**src/rtl/assert_macros.svh**
```systemverilog
// Assertion macros included by the RTL top level.
// Relies on clk and rst_n being visible in the module that includes this file.
`ifndef ASSERT_MACROS_SVH
`define ASSERT_MACROS_SVH

// Same-cycle implication, checked outside reset.
`define ASSERT_IMPLIES(label, ante, cons, msg) \
    label: assert property (@(posedge clk) disable iff (!rst_n) (ante) |-> (cons)) \
        else $error(msg);

// Next-cycle implication, checked outside reset.
`define ASSERT_NEXT(label, ante, cons, msg) \
    label: assert property (@(posedge clk) disable iff (!rst_n) (ante) |=> (cons)) \
        else $error(msg);

`endif

```
**src/rtl/pttc_pkg.sv**
```systemverilog
// Shared types and constants for the pressure/temperature compensation pipeline.
// No dependencies.
`timescale 1ns / 1ps

package pttc_pkg;

    // Configuration register indexes
    localparam logic [1:0] CFG_TEMP_CAL    = 2'd0;
    localparam logic [1:0] CFG_PRESS_CAL_A = 2'd1;
    localparam logic [1:0] CFG_PRESS_CAL_B = 2'd2;
    localparam logic [1:0] CFG_PRESS_CAL_C = 2'd3;

    // Divisor offset, fine-temperature offset and numerator scale, applied before the final Q24.8 shift
    localparam logic [63:0] PRESS_BASE = 64'd1 << 47;
    localparam logic [63:0] FINE_OFFSET = 64'd128000;
    localparam logic [63:0] NUM_SCALE = 64'd3125;

    // Temperature coefficients handed to the fine-temperature stages
    typedef struct packed {
        logic signed [15:0] t3;
        logic signed [15:0] t2;
        logic        [15:0] t1;
    } temp_coef_t;

    function automatic logic [63:0] sx16_64(input logic [15:0] v);
        sx16_64 = {{48{v[15]}}, v};
    endfunction

endpackage

```
**src/rtl/pttc_temp.sv**
```systemverilog
// Four-stage fine temperature and saturated 0.01 degC temperature.
// Depends on pttc_pkg.
`timescale 1ns / 1ps

module pttc_temp
    import pttc_pkg::*;
(
    input  logic               clk,
    input  logic               en,
    input  logic [19:0]        raw_t,
    input  temp_coef_t         coef,
    output logic signed [15:0] temp_centi,
    output logic [63:0]        fine_off
);

    logic signed [17:0] d1;
    logic signed [17:0] d2;
    logic signed [33:0] m1_reg;
    logic signed [35:0] sq_reg;
    logic signed [22:0] v1_reg;
    logic signed [37:0] m2_reg;
    logic signed [31:0] fine_reg;
    logic signed [15:0] temp_reg;
    logic [63:0]        off_reg;
    logic signed [35:0] sq_shr;
    logic signed [34:0] f5;
    logic signed [34:0] t_full;
    logic signed [15:0] t_sat;

    assign d1 = $signed({1'b0, raw_t[19:3]}) - $signed({1'b0, coef.t1, 1'b0});
    assign d2 = $signed({2'b0, raw_t[19:4]}) - $signed({2'b0, coef.t1});
    assign sq_shr = sq_reg >>> 12;

    assign f5     = fine_reg * 35'sd5 + 35'sd128;
    assign t_full = f5 >>> 8;

    always_comb
    begin
        if (t_full > 35'sd32767)
        begin
            t_sat = 16'sh7fff;
        end
        else if (t_full < -35'sd32768)
        begin
            t_sat = 16'sh8000;
        end
        else
        begin
            t_sat = t_full[15:0];
        end
    end

    always_ff @(posedge clk)
    begin
        if (en)
        begin
            m1_reg   <= d1 * coef.t2;
            sq_reg   <= d2 * d2;
            v1_reg   <= 23'(m1_reg >>> 11);
            m2_reg   <= $signed(sq_shr[21:0]) * coef.t3;
            fine_reg <= 32'(v1_reg) + 32'(m2_reg >>> 14);
            temp_reg <= t_sat;
            off_reg  <= {{32{fine_reg[31]}}, fine_reg} - FINE_OFFSET;
        end
    end

    assign temp_centi = temp_reg;
    assign fine_off   = off_reg;

endmodule

```
**config.mk**
```make
export PLATFORM = sky130hd
export DESIGN_NAME = pttc_temp
export DESIGN_NICKNAME = d
export VERILOG_FILES = /design/src/rtl/assert_macros.svh /design/src/rtl/pttc_pkg.sv /design/src/rtl/pttc_temp.sv
export SDC_FILE = /design/constraint.sdc
export NUM_CORES = 2
export LEC_CHECK = 0
export ABC_AREA = 1
export BUFFER_PORTS_ARGS = -buffer_cell sky130_fd_sc_hd__buf_2
export CAP_MARGIN = 10
export CORE_MARGIN = 2
export CORE_UTILIZATION = 40
export CTS_CLUSTER_SIZE = 20
export DETAILED_ROUTE_END_ITERATION = 12
export GPL_ROUTABILITY_DRIVEN = 0
export GPL_TIMING_DRIVEN = 1
export SYNTH_ARGS = -nofsm -noshare
export SYNTH_HDL_FRONTEND = slang
export SYNTH_SLANG_ARGS = --single-unit
```
**constraint.sdc**
```tcl
create_clock -name clk -period 8.8 [get_ports clk]
set_input_delay 0.44 -clock clk [delete_from_list [all_inputs] [get_ports clk]]
set_output_delay 0.44 -clock clk [all_outputs]
set_load 0.02 [all_outputs]
```
==> results.txt <==
* Status: finished clean
* CP startpoint kind: input pin
- Final Slew Violations: 0
- Max reg flops: 26
- Clock latency on the worst-skew pair, taken at its later pin, is 460 ps.
- Startpoint of the lowest-slack register-to-register path: sq_reg[19]
* Share of synthesized registers carrying an async set or reset: 0%
- Setup repair after global routing left no endpoint under its margin.
- Before antenna repair, the detailed router went through 6 iterations.
- GRT Util Overall: 20.60%
- Max capacitance violation total: 0
- Global-route wire length before repair: between 150 and 200 mm
- Of all nets on the critical path, the largest fanout is 9.
* Crit-path most repeated cell: sky130_fd_sc_hd__fa_1
- Number of cells on the critical path: 28
- After synthesis, the share of cell area in mux cells is less than 1%.
* Setup fix buffers added after clock tree synthesis: 0
- The share of the Yosys chip area taken by registers is 10.99%.
* Bufs and invs on worst path: 5
* Die Height: 333.6 um
* Main combinational cell family by area after synthesis: adder cells
- The initial antenna violation count came to 1.
- GRT overflow: 0
* Routed len/inst: 16.62 um
* Transition time at the pin with the least slew margin: approximately 1100 ps
- Clock tree from TritonCTS: done
- Fillers: 10,750
- In this run the clock root is driven by a sky130_fd_sc_hd__clkbuf_16.
- Number of flops mapped to enable cells by yosys: 159
- Setup violation total in the final timing report: 0
* Xor/xnor share of the synthesized area: 2.699%
- CTS saw 159 sinks.
- Nets@finish: 6,544
- Average via count per standard cell: 4.933
* Top Family by Delay on Critical Path: adder cells
- The post-route netlist has around 5.2% of its cells at a drive strength greater than 1.
- Synth-to-Final Area Change: 6.111%
- Along the worst hold path, the cell count comes to 0.
- Counting every instance in the synthesized netlist gives 5,164.
- In this run the worst hold path is classified as register to register.
- The H-tree was split into 4 levels.
* Simple-gate share of the synthesized area: 15.09%
* Adder and majority cell fraction of the synthesized area: a little over half
* Post-synthesis instance area: between 40,000 and 50,000 um^2
- Syn_area_per_cell: 8.413 um^2
* Hold Path Origin: m1_reg[20]
- In this run the remaining antenna-violating nets after routing total 0.
- Die X: 333.6 um
- The final critical path takes up 85.84% of the cycle.
- Clock period minus worst slack: 7554 ps
- Iter 0 DRT Violations: 1,997
- Entering global routing, the biggest net connects 97 pins.
* Reg2reg path depth: 22
- PostCTS Resize Cnt: 0
- Detailed routing inserted a total of between 30,000 and 40,000 vias.
* Worst Setup SP: raw_t[4]
- Synthesis inferred 159 register bits.
- Number of buffers created by CTS: 17
* Vias in the first global route: 34,360
- The worst setup path is captured at a register.
* Clock skew: 12.81 ps
* Classification of the worst setup path: input pin to register
- Final HPWL from detailed placement: 90.72 mm
- Initial core utilization: between 40% and 50%
- Standard-cell row count: 120
* Hold violation count in the final report: 0
* IO Count: 150
* Aggregate negative setup slack: 0 ps
- For this run, the leading register cell type out of synthesis is sky130_fd_sc_hd__edfxtp_1.
- For this run, the number of Yosys warnings is 0.
* Synthesized net count: 6,503
- Clock edge transition at the registers on the reported setup and hold paths: 70 ps
- The slowest stage of the critical path belongs to the cell sky130_fd_sc_hd__fa_1.
- Maximum number of buffers from clock root to sink: 2
- In the routed design, unresolved DRC markers number 0.
- Number of hold-repair buffers added at the cts stage: 0
- Total area of multi-input combinational cells: 32,520 um^2
* Die footprint: 111,300 um^2
- STA puts the critical path data required time at 8990 ps.
- At the worst endpoint, the arrival time is 7750 ps.
- Core area: 107,400 um^2
- Summing the areas of all compound-gate instances in the mapped netlist gives 4.867% of the synthesized area.
- Buffers placed on the I/O ports in this run total 146.
* Synth cell types: 51
- Antenna cells: 0
- Sequential Area: 4775 um^2
* Fmax: 132.4 MHz
- Longest individual stage delay on the worst path: 800 ps
* Post-Route WL: 110.0 mm
- Worst rel slew slack: 26.79%
## worst paths after layout
kind,slack [ps],endpoint
min,410,v1_reg[9]
max reg2reg,2230,m2_reg[32]
min reg2reg,410,v1_reg[9]
max,1250,m1_reg[25]
## final cells by class
class                   instances  share of cell area, %
repair buffers                186                  2.250
well taps                    1403                  3.808
clock buffers                  18                 0.9310
flip-flops and latches        159                  10.36
inverters                    1420                  11.57
clock inverters                14                 0.5320
multi-input cells            3421                  70.55
## cell usage in the layout, fill, tap and decap left out, types with 3 or more instances in the layout
master | Yosys | layout
sky130_fd_sc_hd__a21o_1 | 23 | 23
sky130_fd_sc_hd__a21oi_1 | 163 | 163
sky130_fd_sc_hd__a31oi_1 | 27 | 27
sky130_fd_sc_hd__buf_2 | 25 | 145
sky130_fd_sc_hd__buf_4 | 40 | 40
sky130_fd_sc_hd__bufinv_16 | 0 | 5
sky130_fd_sc_hd__clkbuf_16 | 0 | 17
sky130_fd_sc_hd__edfxtp_1 | 159 | 159
sky130_fd_sc_hd__fa_1 | 904 | 904
sky130_fd_sc_hd__ha_1 | 365 | 365
sky130_fd_sc_hd__inv_1 | 1410 | 1410
sky130_fd_sc_hd__inv_2 | 7 | 7
sky130_fd_sc_hd__inv_6 | 0 | 3
sky130_fd_sc_hd__inv_8 | 0 | 4
sky130_fd_sc_hd__nand2_1 | 1057 | 1057
sky130_fd_sc_hd__nand2_2 | 8 | 8
sky130_fd_sc_hd__nand3_1 | 78 | 78
sky130_fd_sc_hd__nand3b_1 | 9 | 9
sky130_fd_sc_hd__nand4_1 | 25 | 25
sky130_fd_sc_hd__nor2_1 | 394 | 394
sky130_fd_sc_hd__nor3_1 | 32 | 32
sky130_fd_sc_hd__nor4_1 | 9 | 9
sky130_fd_sc_hd__o211ai_1 | 6 | 6
sky130_fd_sc_hd__o21a_1 | 10 | 10
sky130_fd_sc_hd__o21ai_0 | 95 | 95
sky130_fd_sc_hd__o21ai_1 | 6 | 6
sky130_fd_sc_hd__o21bai_1 | 15 | 15
sky130_fd_sc_hd__o221a_2 | 3 | 3
sky130_fd_sc_hd__o22ai_1 | 4 | 4
sky130_fd_sc_hd__o31ai_1 | 4 | 4
sky130_fd_sc_hd__or2_1 | 3 | 3
sky130_fd_sc_hd__or2_2 | 28 | 28
sky130_fd_sc_hd__xnor2_1 | 41 | 41
sky130_fd_sc_hd__xor2_1 | 91 | 90
## synth_stat cells (7+ instances only)
| library cell | instances | area share [%] |
|---|---|---|
| sky130_fd_sc_hd__or2_2 | 28 | 0.40 |
| sky130_fd_sc_hd__nand3b_1 | 9 | 0.16 |
| sky130_fd_sc_hd__buf_2 | 25 | 0.29 |
| sky130_fd_sc_hd__ha_1 | 365 | 11 |
| sky130_fd_sc_hd__a31oi_1 | 27 | 0.39 |
| sky130_fd_sc_hd__a21o_1 | 23 | 0.40 |
| sky130_fd_sc_hd__nor4_1 | 9 | 0.13 |
| sky130_fd_sc_hd__o21bai_1 | 15 | 0.26 |
| sky130_fd_sc_hd__buf_4 | 40 | 0.69 |
| sky130_fd_sc_hd__nand2_2 | 8 | 0.12 |
| sky130_fd_sc_hd__xnor2_1 | 41 | 0.83 |
| sky130_fd_sc_hd__inv_2 | 7 | 0.060 |
| sky130_fd_sc_hd__o21ai_0 | 95 | 1.1 |
| sky130_fd_sc_hd__fa_1 | 904 | 42 |
| sky130_fd_sc_hd__nand2_1 | 1057 | 9.1 |
| sky130_fd_sc_hd__o21a_1 | 10 | 0.17 |
| sky130_fd_sc_hd__nor3_1 | 32 | 0.37 |
| sky130_fd_sc_hd__nand4_1 | 25 | 0.36 |
| sky130_fd_sc_hd__a21oi_1 | 163 | 1.9 |
| sky130_fd_sc_hd__nor2_1 | 394 | 3.4 |
| sky130_fd_sc_hd__edfxtp_1 | 159 | 11 |
| sky130_fd_sc_hd__nand3_1 | 78 | 0.90 |
| sky130_fd_sc_hd__xor2_1 | 91 | 1.8 |
| sky130_fd_sc_hd__clkbuf_1 | 92 | 0.79 |
| sky130_fd_sc_hd__inv_1 | 1410 | 12 |
## routing by layer
metal,GRT usage [%],routed length (um),up-vias
li1,-,-,15230
met1,27.85,47430,16310
met2,35.57,53800,976
met3,2.250,6531,143
met4,4.612,2249,2
met5,0,10,-
## kinds of logic (layout without fill, tap and decap cells)
kind of cell / count (synthesis) / in the layout
xor gates and xnor gates: 133 / 133
and+or+nand+nor: 1648 / 1648
muxes: 1 / 1
adders and majority gates: 1269 / 1269
AOI/OAI and AO/OA: 370 / 370
buffers and inverters: 1584 / 1638
DFF: 159 / 159
## metrics by stage
step / util, % / hold WS (ps) / std cells / cell area [um^2] / worst slack (ps)
after floorplan: - / 400.3 / 5164 / 43440 / 1705
after global placement: 42.31 / 406.8 / 6589 / 45420 / 865.3
after detailed placement: 42.31 / 404.5 / 6589 / 45420 / 851.0
after CTS: 42.94 / 416.2 / 6621 / 46100 / 1325
after global routing: 42.94 / 433.0 / 6621 / 46100 / 759.3
final: 42.94 / 414.6 / 6621 / 46100 / 1246
Power is left out: the tool's default activity adds up to more than one toggle a clock period on the data nets, which glitch-free logic cannot reach.
